File: config.mk
export PLATFORM = sky130hd
export DESIGN_NAME = sorted_list_insert_get
export DESIGN_NICKNAME = d
export VERILOG_FILES = /design/src/rtl/core/slist_pkg.sv /design/src/rtl/core/slist_cell.sv /design/src/rtl/core/sorted_list_insert_get.sv
export SDC_FILE = /design/constraint.sdc
export NUM_CORES = 2
export LEC_CHECK = 0
export BUFFER_PORTS_ARGS = -buffer_cell sky130_fd_sc_hd__buf_2
export CORE_MARGIN = 2
export CORE_UTILIZATION = 45
export DETAILED_ROUTE_END_ITERATION = 8
export PLACE_DENSITY = 0.65
export SKIP_LAST_GASP = 1
export SLEW_MARGIN = 20
export SYNTH_ARGS = -nofsm -noshare
export SYNTH_HDL_FRONTEND = slang
export SYNTH_SLANG_ARGS = --single-unit
File: constraint.sdc
create_clock -name clk -period 8.21 [get_ports clk]
set_input_delay 0.4105 -clock clk [delete_from_list [all_inputs] [get_ports clk]]
set_output_delay 0.4105 -clock clk [all_outputs]
set_load 0.005 [all_outputs]
File: src/rtl/core/slist_pkg.sv
// Package for the sorted insertion list: operation and status codes and
// the request and result payload types.
// No dependencies.
package slist_pkg;

  localparam int VALUE_BITS = 32;
  localparam int POS_BITS   = 6;
  localparam int CAPACITY   = 32;

  typedef enum logic [1:0] {
    OP_INS_POS = 2'd0,
    OP_INS_ORD = 2'd1,
    OP_READ    = 2'd2,
    OP_NOP     = 2'd3
  } op_t;

  typedef enum logic [1:0] {
    ST_OK     = 2'd0,
    ST_BADPOS = 2'd1,
    ST_FULL   = 2'd2,
    ST_RSVD   = 2'd3
  } status_t;

  typedef struct packed {
    logic [1:0]                   operation;
    logic signed [VALUE_BITS-1:0] value;
    logic [POS_BITS-1:0]          position;
  } slist_req_t;

  typedef struct packed {
    logic signed [VALUE_BITS-1:0] read_value;
    logic [1:0]                   status;
    logic [POS_BITS-1:0]          count;
  } slist_rsp_t;

  // broadcast from the control to every cell of the row
  typedef struct packed {
    logic                         ins_pos;
    logic                         ins_ord;
    logic                         rd_en;
    logic signed [VALUE_BITS-1:0] value;
  } slist_cmd_t;

endpackage

File: src/rtl/core/slist_cell.sv
// One storage cell of the sorted insertion list row: holds one entry,
// compares it with the request value and shifts from its left neighbor.
// Depends on slist_pkg.
module slist_cell import slist_pkg::*; #(
  parameter int IDX_W = 5,
  parameter int CNT_W = 6,
  parameter int IDX   = 0
) (
  input  logic                         clk,
  input  slist_cmd_t                   cmd_i,
  input  logic [CNT_W-1:0]             count_i,
  input  logic [IDX_W-1:0]             slot_i,
  input  logic signed [VALUE_BITS-1:0] left_i,
  input  logic                         less_i,
  input  logic [VALUE_BITS-1:0]        rd_i,
  output logic signed [VALUE_BITS-1:0] entry_o,
  output logic                         less_o,
  output logic [VALUE_BITS-1:0]        rd_o
);

  logic signed [VALUE_BITS-1:0] entry_r;
  logic signed [VALUE_BITS-1:0] entry_nxt;
  logic                         occupied;
  logic                         lt;
  logic                         at_slot;
  logic                         take_new;
  logic                         shift;

  assign occupied = CNT_W'(IDX) < count_i;
  assign lt       = occupied && ($signed(entry_r) < $signed(cmd_i.value));
  assign less_o   = less_i && lt;
  assign at_slot  = slot_i == IDX_W'(IDX);

  // decide between keeping, taking the new value, or taking the left entry
  always_comb begin
    take_new = 1'b0;
    shift    = 1'b0;
    priority if (cmd_i.ins_ord) begin
      take_new = less_i && !lt;
      shift    = !less_i;
    end else if (cmd_i.ins_pos) begin
      take_new = at_slot;
      shift    = IDX_W'(IDX) > slot_i;
    end else begin
      take_new = 1'b0;
      shift    = 1'b0;
    end
  end

  always_comb begin
    priority if (take_new) begin
      entry_nxt = cmd_i.value;
    end else if (shift) begin
      entry_nxt = left_i;
    end else begin
      entry_nxt = entry_r;
    end
  end

  // storage holds no reset; only entries below the count are ever read
  always_ff @(posedge clk) begin
    entry_r <= entry_nxt;
  end

  // merge this entry onto the read bus when addressed
  assign rd_o    = rd_i | ((cmd_i.rd_en && at_slot) ? entry_r : '0);
  assign entry_o = entry_r;

endmodule

File: src/rtl/core/sorted_list_insert_get.sv
// Sorted insertion list: one request per cycle sustained unless out_stall holds
// a waiting result; every request is decoded, compared and shifted across the
// whole row of cells combinationally, then held in the output register.
// The next request is taken while a result waits only if out_stall is low.
// Reset (rst_n low, synchronous) clears the count and the output valid;
// entry storage is not cleared.
module sorted_list_insert_get import slist_pkg::*; #(
  parameter int CAPACITY = slist_pkg::CAPACITY
) (
  input  logic       clk,
  input  logic       rst_n,
  input  logic       in_valid,
  output logic       in_stall,
  input  slist_req_t in_data,
  output logic       out_valid,
  input  logic       out_stall,
  output slist_rsp_t out_data
);

  localparam int IDX_W = $clog2(CAPACITY);
  localparam int CNT_W = $clog2(CAPACITY + 1);
  localparam int CMP_W = ((CNT_W > POS_BITS) ? CNT_W : POS_BITS) + 1;

  logic [CNT_W-1:0]  count_r;
  logic [CNT_W-1:0]  count_nxt;
  logic              out_valid_r;
  logic              out_valid_nxt;
  slist_rsp_t        out_data_r;
  slist_rsp_t        out_data_nxt;

  logic              in_acc;
  op_t               op;
  logic [CMP_W-1:0]  pos_x;
  logic [CMP_W-1:0]  cnt_x;
  logic              full;
  logic              empty;
  logic              pos_ins_ok;
  logic              pos_rd_ok;
  logic [IDX_W-1:0]  slot;
  slist_cmd_t        cmd;
  status_t           status;

  logic signed [VALUE_BITS-1:0] entry_w [CAPACITY];
  logic                         less_w  [CAPACITY+1];
  logic [VALUE_BITS-1:0]        rd_w    [CAPACITY+1];

  // handshake: take a request unless a result is stuck in the output register
  assign in_stall = out_valid_r && out_stall;
  assign in_acc   = in_valid && !in_stall;

  // decode the request
  assign op         = op_t'(in_data.operation);
  assign pos_x      = CMP_W'(in_data.position);
  assign cnt_x      = CMP_W'(count_r);
  assign full       = cnt_x >= CMP_W'(CAPACITY);
  assign empty      = count_r == '0;
  assign pos_ins_ok = empty || ((pos_x != '0) && (pos_x <= cnt_x + CMP_W'(1)));
  assign pos_rd_ok  = (pos_x != '0) && (pos_x <= cnt_x);
  assign slot       = (empty && (op == OP_INS_POS)) ? '0 : IDX_W'(pos_x - CMP_W'(1));

  always_comb begin
    cmd       = '0;
    cmd.value = in_data.value;
    status    = ST_OK;
    unique case (op)
      OP_INS_POS: begin
        if (full) begin
          status = ST_FULL;
        end else if (!pos_ins_ok) begin
          status = ST_BADPOS;
        end else begin
          cmd.ins_pos = in_acc;
        end
      end
      OP_INS_ORD: begin
        if (full) begin
          status = ST_FULL;
        end else begin
          cmd.ins_ord = in_acc;
        end
      end
      OP_READ: begin
        if (pos_rd_ok) begin
          cmd.rd_en = in_acc;
        end else begin
          status = ST_BADPOS;
        end
      end
      default: begin
        status = ST_OK;
      end
    endcase
  end

  // row of cells; the less-than prefix and the read bus ripple through it
  assign less_w[0] = 1'b1;
  assign rd_w[0]   = '0;

  for (genvar i = 0; i < CAPACITY; i++) begin : g_cell
    logic signed [VALUE_BITS-1:0] left;
    if (i == 0) begin : g_head
      assign left = cmd.value;
    end else begin : g_body
      assign left = entry_w[i-1];
    end
    slist_cell #(
      .IDX_W (IDX_W),
      .CNT_W (CNT_W),
      .IDX   (i)
    ) u_cell (
      .clk     (clk),
      .cmd_i   (cmd),
      .count_i (count_r),
      .slot_i  (slot),
      .left_i  (left),
      .less_i  (less_w[i]),
      .rd_i    (rd_w[i]),
      .entry_o (entry_w[i]),
      .less_o  (less_w[i+1]),
      .rd_o    (rd_w[i+1])
    );
  end

  // advance the count on a successful insert
  assign count_nxt = (cmd.ins_pos || cmd.ins_ord) ? count_r + CNT_W'(1) : count_r;

  // build the result
  always_comb begin
    out_data_nxt            = out_data_r;
    out_data_nxt.read_value = rd_w[CAPACITY];
    out_data_nxt.status     = status;
    out_data_nxt.count      = POS_BITS'(count_nxt);
    if (!in_acc) begin
      out_data_nxt = out_data_r;
    end
  end

  // output valid: set on a request, drop once taken
  always_comb begin
    priority if (in_acc) begin
      out_valid_nxt = 1'b1;
    end else if (!out_stall) begin
      out_valid_nxt = 1'b0;
    end else begin
      out_valid_nxt = out_valid_r;
    end
  end

  always_ff @(posedge clk) begin
    if (!rst_n) begin
      count_r     <= '0;
      out_valid_r <= 1'b0;
    end else begin
      count_r     <= count_nxt;
      out_valid_r <= out_valid_nxt;
    end
  end

  always_ff @(posedge clk) begin
    out_data_r <= out_data_nxt;
  end

  assign out_valid = out_valid_r;
  assign out_data  = out_data_r;

`ifndef SYNTHESIS
  a_count_bound: assert property (@(posedge clk) disable iff (!rst_n)
    CMP_W'(count_r) <= CMP_W'(CAPACITY))
    else $error("count exceeds capacity");

  a_result_follows: assert property (@(posedge clk) disable iff (!rst_n)
    in_acc |=> out_valid_r)
    else $error("no result after accepted request");

  a_read_keeps_count: assert property (@(posedge clk) disable iff (!rst_n)
    in_acc && (op == OP_READ) |=> $stable(count_r))
    else $error("read changed the count");

  a_full_status: assert property (@(posedge clk) disable iff (!rst_n)
    out_valid_r && (out_data_r.status == ST_FULL) |->
      CMP_W'(count_r) == CMP_W'(CAPACITY))
    else $error("full status while list not full");
`endif

endmodule

==> flow_summary.ini <==
[status]
outcome = finished, violations left
violations = DRC

[power_and_ir_drop]
p_leak_nw = 30.7
swShare = 0.293
peakVddDrop_mv = 0.157
p_clk_frac = 0.392
p_sw_mw = 4.40
power_density_mw_per_mm2 = 185
power_frac_comb = 0.147
cellInternalPower_mw = 10.6
seqPwrFrac = 0.461

[grt]
grt_pass1_wl_um = 459000
grt_overflow_total = 0
grt_usage = 0.403
grt_max_degree = 65
grt_pass1_vias = 56540
antenna_found_initial = 24

[placed_design]
place_hpwl_um = 256000
gp_congestion = 1.03
pre_cts_slack_ns = 0.861
port_buffers = 85
placed_area_mm2 = 0.0770

[clock_tree]
clkLatencyLatePin_ns = 0.81
clkTransAtPathRegs_ns = 0.05
cts.sinks = 1071
numCtsBuffers = 134
cts-root-buf = clkbuf_16
cts_tree = done
htree_levels = 4
post_cts_buffers = 0
cts_max_path_buffers = 3

[sta]
clock_skew_ns = 0.0359
relSlewSlack = 0.113
rsz0062_at_grt = false
finalWorstSetupSlack_ns = 1.33
fmax_mhz = 145
min_period_ns = 6.88
setup_viol = 0
hold_viol = 0
maxSlewViolCount = 0
tightest_slew_ns = 1.32
fin_setup_tns_ns = 0
timing.final.crit_share = 0.837

[worst_setup_path]
start_kind = flop
path_common_cell = nand3_1
crit_buf_inv = 2
critPathKind = reg -> reg
crit_family = simple AND/OR/NAND/NOR gates
worst_ep_arrival_time_ns = 7.33
path_max_fanout = 32
end_kind = flop
path_cells = clkinv_1 -> ha_1 -> and4b_1 -> nand3_1 -> nand2_1 -> a21oi_1 -> or3_2 -> nor3_2 -> buf_4 -> a222oi_1 -> nand3_1 -> nor2_1 -> nand4_1
critPathMaxStageDelay_ns = 1.16
crit_slowest_cell = a222oi_1
crit_required_ns = 8.67

[floorplan]
start_util = 0.454
rows = 147
die_area_mm2 = 0.165
die_y_um = 406
io_pins = 86
core-area_mm2 = 0.161
die_w_um = 406

[synth]
synth_warnings = 0
syn_area_mm2 = 0.0728
syn_area_per_cell_um2 = 12.1
synth_edf_count = 1064
ys_types = 93
syn_nets = 7057
ys_ff_latch = 1071
ys_async_sr_fraction = 0
ys_seq_area_frac = 0.441
yosys.area.top_type = edfxtp_1
syn_inst = 6036
netlist.area_leader.share = 0.439
synth.area.top_cells = edfxtp_1, ha_1, mux2_2
synth-main-ff-cell = edfxtp_1

[hold_path]
hold_class = in -> reg

[layout]
areaGrowthSynthToFinish_pct = 11.6
post-route-util = 0.506
fin_area_mm2 = 0.0813
layout.nets = 7150
layout-drive-gt1-share = 0.236

[detailed_routing]
vias = 60601
ant_nets = 0
dr.pass1.iters = 9
drt-vias-per-instance = 7.22
drt_iter0_drc = 10133
wl_per_cell_um = 40.5
drc = 1
wl_um = 340000

[flow_run]
maxCapViolCount = 0
sequential cells by signal, indices dropped and copies added (netlist names):
name and cells:
count_r 6, g_cell.u_cell.entry_o 1024, out_valid 1, out_data 40
path summary, 6_finish.rpt:
path / from / to / slack, ns / cells after the start
setup / recovery: count_r[4]$_SDFF_PN0_ / out_data[27]$_DFFE_PP_ / 1.33 / 13
hold / removal: in_data[36] / g_cell[0].u_cell.entry_o[30]$_DFFE_PP_ / 0.18 / 2
setup reg to reg: count_r[4]$_SDFF_PN0_ / out_data[27]$_DFFE_PP_ / 1.33 / 13
hold reg to reg: g_cell[5].u_cell.entry_o[12]$_DFFE_PP_ / g_cell[6].u_cell.entry_o[12]$_DFFE_PP_ / 0.60 / 2
worst reg2reg max path, cell delays in order, from the launching register on:
cell	delay, ns
dfxtp_1	0.71
clkinv_1	0.58
ha_1	0.46
and4b_1	0.18
nand3_1	0.09
nand2_1	0.06
a21oi_1	0.64
or3_2	0.98
nor3_2	0.11
buf_4	0.43
a222oi_1	1.22
nand3_1	0.15
nor2_1	0.61
nand4_1	0.32
what timing repair did:
action,CTS,global route
resized for setup,0,0
endpoints found under the hold margin,9,0
hold buffers,5,0
kinds of logic after synthesis:
| family | count (synthesis) | synth area share |
|---|---|---|
| adder cells (fa/ha/maj) | 977 | 0.168 |
| multiplexers | 912 | 0.144 |
| flip-flops | 1071 | 0.441 |
| AO/OA/AOI/OAI | 1493 | 0.142 |
| buffers and inverters | 412 | 0.0229 |
| AND/OR/NAND/NOR | 1156 | 0.0806 |
| XOR/XNOR | 15 | 0.00180 |
power by group through the flow:
stage | Combinational (mW) | Sequential (mW) | Clock, mW
6_report | 2.20 | 6.94 | 5.89
5_1_grt | 2.37 | 6.93 | 6.10
4_1_cts | 2.15 | 6.88 | 5.91
3_5_place_dp | 2.14 | 6.99 | 0
3_3_place_gp | 2.07 | 6.99 | 0
2_1_floorplan | 1.35 | 6.71 | 0
synthesized netlist by cell type (65+ instances only):
library cell	n
a21o_1	104
nand4_1	187
nand2_1	362
mux2_2	839
clkbuf_1	263
inv_1	85
a222oi_1	95
edfxtp_1	1064
o21ai_0	279
nand3_1	135
a22oi_1	251
nor2_1	162
a211oi_1	65
a21oi_1	292
ha_1	977
layer usage:
layer	track usage	share of wire	wire, um
met4	0.148	0.042	14200
met1	0.561	0.40	136000
met5	0.00119	0.00019	63
met2	0.548	0.40	135000
met3	0.175	0.16	55100
area by class of cell:
| class | count | area, um2 |
|---|---|---|
| timing repair buffer | 281 | 2230 |
| antenna | 10 | 25.0 |
| clock inverter | 72 | 657 |
| tap | 2160 | 2700 |
| sequential | 1071 | 32100 |
| fill | 14115 | 79300 |
| multi-input combinational | 4553 | 39700 |
| clock buffer | 162 | 3520 |
| inverter | 88 | 330 |
cell usage in the layout (no fill, tap or decap), types with 26 or more instances in the layout:
master / instances
edfxtp_1: 1064
ha_1: 977
mux2_2: 839
nand2_1: 355
a21oi_1: 290
o21ai_0: 275
a22oi_1: 251
nand4_1: 187
buf_4: 164
nor2_1: 154
clkbuf_16: 137
nand3_1: 131
a21o_1: 104
a222oi_1: 95
buf_2: 85
inv_1: 82
a211oi_1: 65
a221oi_1: 60
mux2_4: 58
a22o_1: 56
o211ai_1: 45
nor3_1: 43
o21a_1: 37
nand2b_1: 37
nor2b_1: 34
clkinv_1: 33
and4_1: 30
nor4_1: 26
buf_12: 26
per-stage QoR:
stage          instances  power, mW  hold WS [ns]
4_1_cts             8386       14.9         0.112
6_report            8397       15.0         0.184
5_1_grt             8389       15.4         0.162
3_3_place_gp        8147       9.06         0.575
2_1_floorplan       6036       8.05         0.509
3_5_place_dp        8147       9.13         0.589
Note: power is estimated with default switching activity, not from simulation.
